[config.mk]
export PLATFORM = sky130hd
export DESIGN_NAME = whole_word_replacer_unit
export DESIGN_NICKNAME = d
export VERILOG_FILES = /design/src/hdl/wwr_pkg.sv /design/src/hdl/wwr_cell.sv /design/src/hdl/wwr_burst.sv /design/src/hdl/whole_word_replacer_unit.sv
export SDC_FILE = /design/constraint.sdc
export NUM_CORES = 1
export LEC_CHECK = 0
export BUFFER_PORTS_ARGS = -buffer_cell sky130_fd_sc_hd__buf_2
export CORE_AREA = 5 5 195 197
export DETAILED_ROUTE_END_ITERATION = 7
export DIE_AREA = 0 0 200 202
export PLACE_DENSITY_LB_ADDON = 0.3
export RECOVER_POWER = 25
export SYNTH_ARGS = -nofsm -noshare
export SYNTH_HDL_FRONTEND = slang
export SYNTH_HIERARCHICAL = 1
export SYNTH_SLANG_ARGS = --single-unit
[constraint.sdc]
create_clock -name clk -period 6.78 [get_ports clk]
set_input_delay 0.678 -clock clk [delete_from_list [all_inputs] [get_ports clk]]
set_output_delay 0.678 -clock clk [all_outputs]
set_load 0.02 [all_outputs]
[src/hdl/wwr_pkg.sv]
// ----------------------------------------------------------------------------
// wwr_pkg
// Shared types, register indexes and constants of the whole-word replacer.
// ----------------------------------------------------------------------------
package wwr_pkg;

  // Default depth of the word buffer, in bytes.
  localparam int WORD_MAX_DEF = 16;

  // Width of a burst byte count. It holds 0 to 31, which covers both the
  // longest buffered word and the longest replacement word.
  localparam int SEQ_W = 5;

  // Longest replacement word, in bytes.
  localparam logic [4:0] REP_MAX = 5'd16;

  localparam logic [7:0] SPACE_CHAR = 8'h20;
  localparam logic [7:0] NUL_CHAR   = 8'h00;

  // Configuration register indexes.
  localparam logic [2:0] REG_PATTERN_LOW        = 3'd0;
  localparam logic [2:0] REG_PATTERN_HIGH       = 3'd1;
  localparam logic [2:0] REG_PATTERN_LENGTH     = 3'd2;
  localparam logic [2:0] REG_REPLACEMENT_LOW    = 3'd3;
  localparam logic [2:0] REG_REPLACEMENT_HIGH   = 3'd4;
  localparam logic [2:0] REG_REPLACEMENT_LENGTH = 3'd5;

  typedef struct packed {
    logic [7:0] char_in;
    logic       text_end;
  } in_item_t;

  typedef struct packed {
    logic [7:0] char_out;
    logic       char_valid;
    logic       last;
  } out_item_t;

  // Work that one accepted byte hands to the burst unit, in output order:
  // an optional separator space, a run of word bytes (from the cell chain or
  // from the replacement word), an optional trailing byte, or a bare marker.
  typedef struct packed {
    logic             space;
    logic [SEQ_W-1:0] count;
    logic             rep;
    logic             tail;
    logic [7:0]       tail_byte;
    logic             bare;
    logic             last;
  } plan_t;

  function automatic logic is_space(input logic [7:0] c);
    return (c == SPACE_CHAR) || ((c >= 8'd9) && (c <= 8'd13));
  endfunction

endpackage

[src/hdl/wwr_cell.sv]
// ----------------------------------------------------------------------------
// wwr_cell
// One byte of the word buffer with its pattern comparator and shift link.
// ----------------------------------------------------------------------------
module wwr_cell (
  input  logic       clk,
  input  logic       wr_sel,
  input  logic       wr_go,
  input  logic [7:0] wr_byte,
  input  logic       shift_en,
  input  logic [7:0] shift_in,
  input  logic [7:0] pat_byte,
  output logic [7:0] data,
  output logic       eq
);

  logic [7:0] eff;

  // The compare sees a byte that is being written in this cycle, so a word
  // that ends on the byte that completes it is judged correctly.
  assign eff = wr_sel ? wr_byte : data;
  assign eq  = (eff == pat_byte);

  // A write wins over a shift: a new word may start in the cycle that moves
  // the last byte of the previous one out.
  always_ff @(posedge clk) begin
    if (wr_sel && wr_go) begin
      data <= wr_byte;
    end else if (shift_en) begin
      data <= shift_in;
    end
  end

endmodule

[src/hdl/wwr_burst.sv]
// ----------------------------------------------------------------------------
// wwr_burst
// Plays out the result bytes of one transaction and holds the output register.
// ----------------------------------------------------------------------------
module wwr_burst (
  input  logic                clk,
  input  logic                rst,
  input  logic                load,
  input  wwr_pkg::plan_t      plan,
  output logic                take,
  input  logic [7:0]          head_byte,
  output logic                shift_en,
  input  logic [127:0]        rep_bytes,
  output logic                out_valid,
  input  logic                out_stall,
  output wwr_pkg::out_item_t  out_data
);
  import wwr_pkg::*;

  logic             space;
  logic [SEQ_W-1:0] count;
  logic [3:0]       idx;
  logic             rep;
  logic             tail;
  logic [7:0]       tail_byte;
  logic             bare;
  logic             end_flag;

  logic      busy;
  logic      final_item;
  logic      advance;
  out_item_t item;

  assign busy = space || (count != '0) || tail || bare;

  always_comb begin
    if (space) begin
      final_item = (count == '0) && !tail && !bare;
    end else if (count != '0) begin
      final_item = (count == SEQ_W'(1)) && !tail && !bare;
    end else begin
      final_item = 1'b1;
    end
  end

  assign advance  = busy && (!out_valid || !out_stall);
  assign take     = !busy || (advance && final_item);
  assign shift_en = advance && !space && (count != '0) && !rep;

  always_comb begin
    item.char_valid = 1'b1;
    item.last       = end_flag && final_item;
    if (space) begin
      item.char_out = SPACE_CHAR;
    end else if (count != '0) begin
      item.char_out = rep ? rep_bytes[{idx, 3'b000} +: 8] : head_byte;
    end else if (tail) begin
      item.char_out = tail_byte;
    end else begin
      item.char_out   = NUL_CHAR;
      item.char_valid = 1'b0;
    end
  end

  always_ff @(posedge clk) begin
    if (rst) begin
      space <= 1'b0;
      count <= '0;
      tail  <= 1'b0;
      bare  <= 1'b0;
    end else if (load) begin
      space <= plan.space;
      count <= plan.count;
      tail  <= plan.tail;
      bare  <= plan.bare;
    end else if (advance) begin
      if (space) begin
        space <= 1'b0;
      end else if (count != '0) begin
        count <= count - SEQ_W'(1);
      end else if (tail) begin
        tail <= 1'b0;
      end else begin
        bare <= 1'b0;
      end
    end
  end

  always_ff @(posedge clk) begin
    if (load) begin
      idx       <= '0;
      rep       <= plan.rep;
      tail_byte <= plan.tail_byte;
      end_flag  <= plan.last;
    end else if (advance && !space && (count != '0)) begin
      idx <= idx + 4'd1;
    end
  end

  always_ff @(posedge clk) begin
    if (rst) begin
      out_valid <= 1'b0;
    end else if (advance) begin
      out_valid <= 1'b1;
    end else if (!out_stall) begin
      out_valid <= 1'b0;
    end
  end

  always_ff @(posedge clk) begin
    if (advance) begin
      out_data <= item;
    end
  end

endmodule

[src/hdl/whole_word_replacer_unit.sv]
// ----------------------------------------------------------------------------
// whole_word_replacer_unit
// Streaming whole-word find and replace over a byte stream.
// ----------------------------------------------------------------------------
// The first result of a transaction passes the burst unit registers and then
// the output register. One byte per cycle goes in while the results come one
// per byte and the output does not stall; a word-end burst holds the input
// until its last byte, as the burst unit plays out one byte per cycle unstalled.
// Reset (synchronous, active high) clears word state, the burst unit and the
// configuration registers; the word buffer bytes are not cleared.
module whole_word_replacer_unit #(
  parameter int WORD_MAX = wwr_pkg::WORD_MAX_DEF
) (
  input  logic                clk,
  input  logic                rst,
  input  logic                text_valid,
  output logic                text_stall,
  input  wwr_pkg::in_item_t   text_item,
  output logic                result_valid,
  input  logic                result_stall,
  output wwr_pkg::out_item_t  result_item,
  input  logic                cfg_valid,
  output logic                cfg_ready,
  input  logic [2:0]          cfg_index,
  input  logic [63:0]         cfg_data
);
  import wwr_pkg::*;

  // Width of the word byte count, able to hold WORD_MAX itself.
  localparam int CW = $clog2(WORD_MAX + 1);

  // Configuration registers. The user writes only when idle; not enforced.
  logic [63:0] pattern_low;
  logic [63:0] pattern_high;
  logic [4:0]  pattern_length;
  logic [63:0] replacement_low;
  logic [63:0] replacement_high;
  logic [4:0]  replacement_length;

  // Word state: bytes buffered so far, whether an overlong word is
  // streaming straight through, and whether a word has gone out already.
  logic [CW-1:0] word_count;
  logic          passing_through;
  logic          word_seen;

  logic [CW-1:0] word_count_next;
  logic          passing_through_next;
  logic          word_seen_next;

  logic          take;
  logic          accept;
  logic          shift_en;
  logic          cur_space;
  logic          store_wr;
  logic          eq_all;
  logic [CW-1:0] pat_len;
  logic [4:0]    rep_len;
  logic [127:0]  pat_vec;
  logic [127:0]  rep_vec;
  plan_t         plan;

  logic [WORD_MAX-1:0] wr_sel;
  logic [WORD_MAX-1:0] cell_eq;
  logic [7:0]          cell_data [WORD_MAX];

  assign cfg_ready  = 1'b1;
  assign text_stall = !take;
  assign accept     = text_valid && take;

  assign pat_vec = {pattern_high, pattern_low};
  assign rep_vec = {replacement_high, replacement_low};

  // Lengths beyond the buffer depth or the replacement capacity saturate.
  assign pat_len = (pattern_length > 5'(WORD_MAX)) ? CW'(WORD_MAX)
                                                    : pattern_length[CW-1:0];
  assign rep_len = (replacement_length > REP_MAX) ? REP_MAX : replacement_length;

  always_ff @(posedge clk) begin
    if (rst) begin
      pattern_low        <= '0;
      pattern_high       <= '0;
      pattern_length     <= '0;
      replacement_low    <= '0;
      replacement_high   <= '0;
      replacement_length <= 5'd1;
    end else if (cfg_valid && cfg_ready) begin
      case (cfg_index)
        REG_PATTERN_LOW:        pattern_low        <= cfg_data;
        REG_PATTERN_HIGH:       pattern_high       <= cfg_data;
        REG_PATTERN_LENGTH:     pattern_length     <= cfg_data[4:0];
        REG_REPLACEMENT_LOW:    replacement_low    <= cfg_data;
        REG_REPLACEMENT_HIGH:   replacement_high   <= cfg_data;
        REG_REPLACEMENT_LENGTH: replacement_length <= cfg_data[4:0];
        default: begin
        end
      endcase
    end
  end

  assign cur_space = is_space(text_item.char_in);

  // A non-space byte is buffered while the word is still no longer than the
  // pattern. It lands in the cell that the current count points at.
  assign store_wr = !cur_space && !passing_through && (word_count < pat_len);

  // The cell chain. Each cell holds one byte of the current word and compares
  // it with its own pattern byte; during a word-end burst the chain shifts
  // toward cell 0, which feeds the burst unit.
  for (genvar i = 0; i < WORD_MAX; i++) begin : g_cell
    logic [7:0] link;

    assign wr_sel[i] = store_wr && (word_count == CW'(i));

    if (i == WORD_MAX - 1) begin : g_end
      assign link = NUL_CHAR;
    end else begin : g_mid
      assign link = cell_data[i+1];
    end

    wwr_cell u_cell (
      .clk      (clk),
      .wr_sel   (wr_sel[i]),
      .wr_go    (accept),
      .wr_byte  (text_item.char_in),
      .shift_en (shift_en),
      .shift_in (link),
      .pat_byte (pat_vec[8*i +: 8]),
      .data     (cell_data[i]),
      .eq       (cell_eq[i])
    );
  end

  // All cells within the pattern length agree with the pattern. A word can
  // only match when its length equals the pattern length, so masking by the
  // pattern length is enough.
  always_comb begin
    eq_all = 1'b1;
    for (int i = 0; i < WORD_MAX; i++) begin
      if ((CW'(i) < pat_len) && !cell_eq[i]) begin
        eq_all = 1'b0;
      end
    end
  end

  // Work out the results of the offered byte and the word state after it.
  always_comb begin
    plan                 = '0;
    plan.tail_byte       = text_item.char_in;
    word_count_next      = word_count;
    passing_through_next = passing_through;
    word_seen_next       = word_seen;

    if (!cur_space) begin
      if (passing_through) begin
        plan.tail = 1'b1;
      end else if (store_wr) begin
        word_count_next = word_count + CW'(1);
      end else begin
        // The word has outgrown the pattern: flush what is buffered and
        // let the rest of the word stream through.
        plan.space           = word_seen;
        plan.count           = SEQ_W'(word_count);
        plan.tail            = 1'b1;
        word_count_next      = '0;
        passing_through_next = 1'b1;
        word_seen_next       = 1'b1;
      end
    end

    if (cur_space || text_item.text_end) begin
      if (passing_through_next) begin
        passing_through_next = 1'b0;
      end else if (word_count_next != '0) begin
        plan.space = word_seen_next;
        if ((word_count_next == pat_len) && eq_all) begin
          plan.rep   = 1'b1;
          plan.count = rep_len;
        end else begin
          plan.count = SEQ_W'(word_count_next);
        end
        word_seen_next  = 1'b1;
        word_count_next = '0;
      end
    end

    if (text_item.text_end) begin
      plan.last            = 1'b1;
      plan.bare            = !plan.space && (plan.count == '0) && !plan.tail;
      word_count_next      = '0;
      passing_through_next = 1'b0;
      word_seen_next       = 1'b0;
    end
  end

  always_ff @(posedge clk) begin
    if (rst) begin
      word_count      <= '0;
      passing_through <= 1'b0;
      word_seen       <= 1'b0;
    end else if (accept) begin
      word_count      <= word_count_next;
      passing_through <= passing_through_next;
      word_seen       <= word_seen_next;
    end
  end

  // The burst unit takes a new transaction when it is free or is sending the
  // last byte of the current one, so bytes flow one per cycle while unstalled.
  wwr_burst u_burst (
    .clk       (clk),
    .rst       (rst),
    .load      (accept),
    .plan      (plan),
    .take      (take),
    .head_byte (cell_data[0]),
    .shift_en  (shift_en),
    .rep_bytes (rep_vec),
    .out_valid (result_valid),
    .out_stall (result_stall),
    .out_data  (result_item)
  );

endmodule

==> impl_metrics.tcl <==
set metrics [dict create \
    status "finished with violations" \
    violations "max-capacitance violations, max-slew violations" \
    initial_core_util 0.589 \
    synth_warnings 6 \
    globalplace.congestion 0.934 \
    drt_iter0_markers 1896 \
    worst_slack_ps 494 \
    cts_root_buf "clkbuf_16" \
    peakVddDrop_v 0.000273 \
    overflow 0 \
    synth.area.top_cells "dfxtp_1, edfxtp_1, nand2_1, mux2i_1, mux2_2" \
    worstSetupEndpoint "u_burst/bare" \
    setup_viol 0 \
    crit_type "register to register" \
    firstDrtPassIters 6 \
    finClkSkew_ps 16.5 \
    min_path_type "primary input to register" \
    relSlewSlack -1.24 \
    drv_cap 13 \
    dieArea_um2 40400 \
    yosysUniqueCellTypes 75 \
    totalWireLength_um 65600 \
    ys_ff_latch 434 \
    avgSynthCellArea_um2 9.59 \
    clk_latency_ps 590 \
    fin_cells 2766 \
    end_kind "register" \
    max_freq_mhz 159 \
    worstPathRequired_ps 7280 \
    port_buffers 92 \
    async_flop_share 0 \
    netlist_area_um2 21300 \
    tightest_slew_ps 3370 \
    reg2reg_depth 26 \
    final_common_cell "nand2_1" \
    grt_pass1_wl_um 98500 \
    slowest_delay_ps 850 \
    dpl_cell_area_um2 21900 \
    die_w_um 200 \
    cts.sinks 434 \
    grt_pass1_vias 16300 \
    diodes 0 \
    synth_largest_type_area_fraction 0.269 \
    grt_max_degree 158 \
    clockBufferDepth 3 \
    rsz0062_at_grt "false" \
    postSynthCellCount 2216 \
    cts_max_level 2 \
    finish.instance_area_um2 23500 \
    p_per_area_nw_per_um2 350 \
    fin_util 0.651 \
    period_share 0.927 \
    fin_nets 2354 \
    cp_data_arrival_time_ps 6780 \
    final_cell_mix "nand2_1, a21oi_1, dfxtp_1, mux2i_1, edfxtp_1" \
    vias_per_cell 6.15 \
    ioPinCount 94 \
    hold_violations 0 \
    place_inst 2680 \
    crit_fanout 10 \
    leakage_uw 0.00828 \
    rows 70 \
    pre_cts_ws_ps 444 \
    clk_pin_slew_ps 60 \
    yosysTopAreaCell "dfxtp_1" \
    r2r_start "pattern_length[4]" \
    setup_tns_ps 0 \
    ant_nets 0 \
    cp_common_cell "nand2_1" \
    cp-start-kind "register" \
    crit_slowest_cell "nor2_1" \
    synth_edf_count 148 \
    cts_buffers 46 \
    fp.dieH_um 202 \
    grt_use_total 0.317 \
    rrSetupSlack_ps 490 \
    antenna_found_initial 0 \
    maxSlewViolCount 543 \
    wire_per_inst_um 23.7 \
    ys.flop_type "dfxtp_1" \
    drc_errors 0 \
    area_delta_synth_final_pct 10.6 \
    min_period_ps 6290 \
    core_um2 36100 \
    layout-drive-gt1-share 0.151 \
    cp-startpoint "pattern_length[4]" \
    hpwl_um 44500 \
    r2r-end "u_burst/bare" \
    yosysSeqAreaShare 0.479 \
    vias 17000 \
    cts_tree "yes" \
]
==> synthesized netlist by cell type, drive strengths merged (13+ instances only) <==
| cell type | instances |
|---|---|
| edfxtp | 148 |
| ha | 13 |
| a21oi | 287 |
| nand3 | 19 |
| xor2 | 136 |
| a211oi | 16 |
| clkbuf | 95 |
| o21ai | 13 |
| a22oi | 13 |
| nand2 | 564 |
| buf | 34 |
| nand2b | 23 |
| o22ai | 13 |
| dfxtp | 286 |
| mux2 | 132 |
| nor2 | 72 |
| nand4 | 38 |
| mux2i | 193 |
==> timing repair <==
item / in CTS / in global routing
setup buffers: 0 / 0
resized for setup: 0 / 2
hold buffers: 0 / 0
setup endpoints to repair: 0 / 2
==> worst max-delay path, delay by kind of cell (launching register included) <==
family | cells | cell delay [ps]
AO/OA/AOI/OAI | 7 | 1470
XOR/XNOR | 1 | 230
adder cells (fa/ha/maj) | 1 | 220
buffers and inverters | 1 | 180
flip-flops | 1 | 410
multiplexers | 2 | 480
AND/OR/NAND/NOR | 14 | 3210
==> kinds of logic (layout without fill, tap and decap cells) <==
kind of cell / after synthesis / count (layout) / share of synthesized area
xor gates and xnor gates: 138 / 138 / 0.0569
and+or+nand+nor: 780 / 780 / 0.159
buffers and inverters: 142 / 217 / 0.0322
muxes: 330 / 330 / 0.166
adders and majority gates: 13 / 13 / 0.00765
AOI/OAI and AO/OA: 377 / 377 / 0.0993
other: 2 / 9 / 0.000353
DFF: 434 / 434 / 0.479
==> worst min-delay path by stage <==
stage / startpoint / end / cells after the start
after floorplan: replacement_length[0] / replacement_length[0] / 1
after global placement: replacement_high[23] / replacement_high[23] / 2
after detailed placement: replacement_high[23] / replacement_high[23] / 2
after CTS: cfg_data[7] / pattern_low[7] / 3
after global routing: cfg_data[57] / replacement_high[57] / 3
final: cfg_data[59] / pattern_high[59] / 3
==> routing by layer <==
layer,vias to the layer above,GRT usage,routed length (µm)
met4,0,0.135,3060
met2,825,0.491,30000
met5,-,0,0
met1,8255,0.449,27400
met3,142,0.0382,5080
li1,7795,-,-
==> report_power, final <==
| group | total (µW) | internal, µW | switching [µW] |
|---|---|---|---|
| registers | 3720 | 3300 | 426 |
| logic | 1820 | 721 | 1100 |
| clock network | 2680 | 1630 | 1050 |
==> metrics by stage <==
step / power [µW] / hold slack (ps)
after global routing: 8520 / 383
after floorplan: 4880 / 427
after global placement: 5500 / 439
after detailed placement: 5550 / 446
final: 8220 / 388
after CTS: 8230 / 363
==> sequential cells by signal, indices dropped and copies added (netlist names), 4 cells and up <==
signal / flops
g_cell.u_cell/data: 128
pattern_high: 64
pattern_length: 5
pattern_low: 64
replacement_high: 64
replacement_length: 5
replacement_low: 64
u_burst/count: 5
u_burst/idx: 4
u_burst/out_data: 10
u_burst/tail_byte: 8
word_count: 5
==> layout make-up <==
| type | count | area (µm²) |
|---|---|---|
| Clock buffer | 78 | 1550 |
| Clock inverter | 8 | 109 |
| Fill cell | 2906 | 12600 |
| Inverter | 13 | 48.8 |
| Multi-Input combinational cell | 1647 | 10400 |
| Sequential cell | 434 | 10200 |
| Tap cell | 468 | 586 |
| Timing Repair Buffer | 118 | 602 |
No activity file was read; power rests on OpenSTA's default activity.
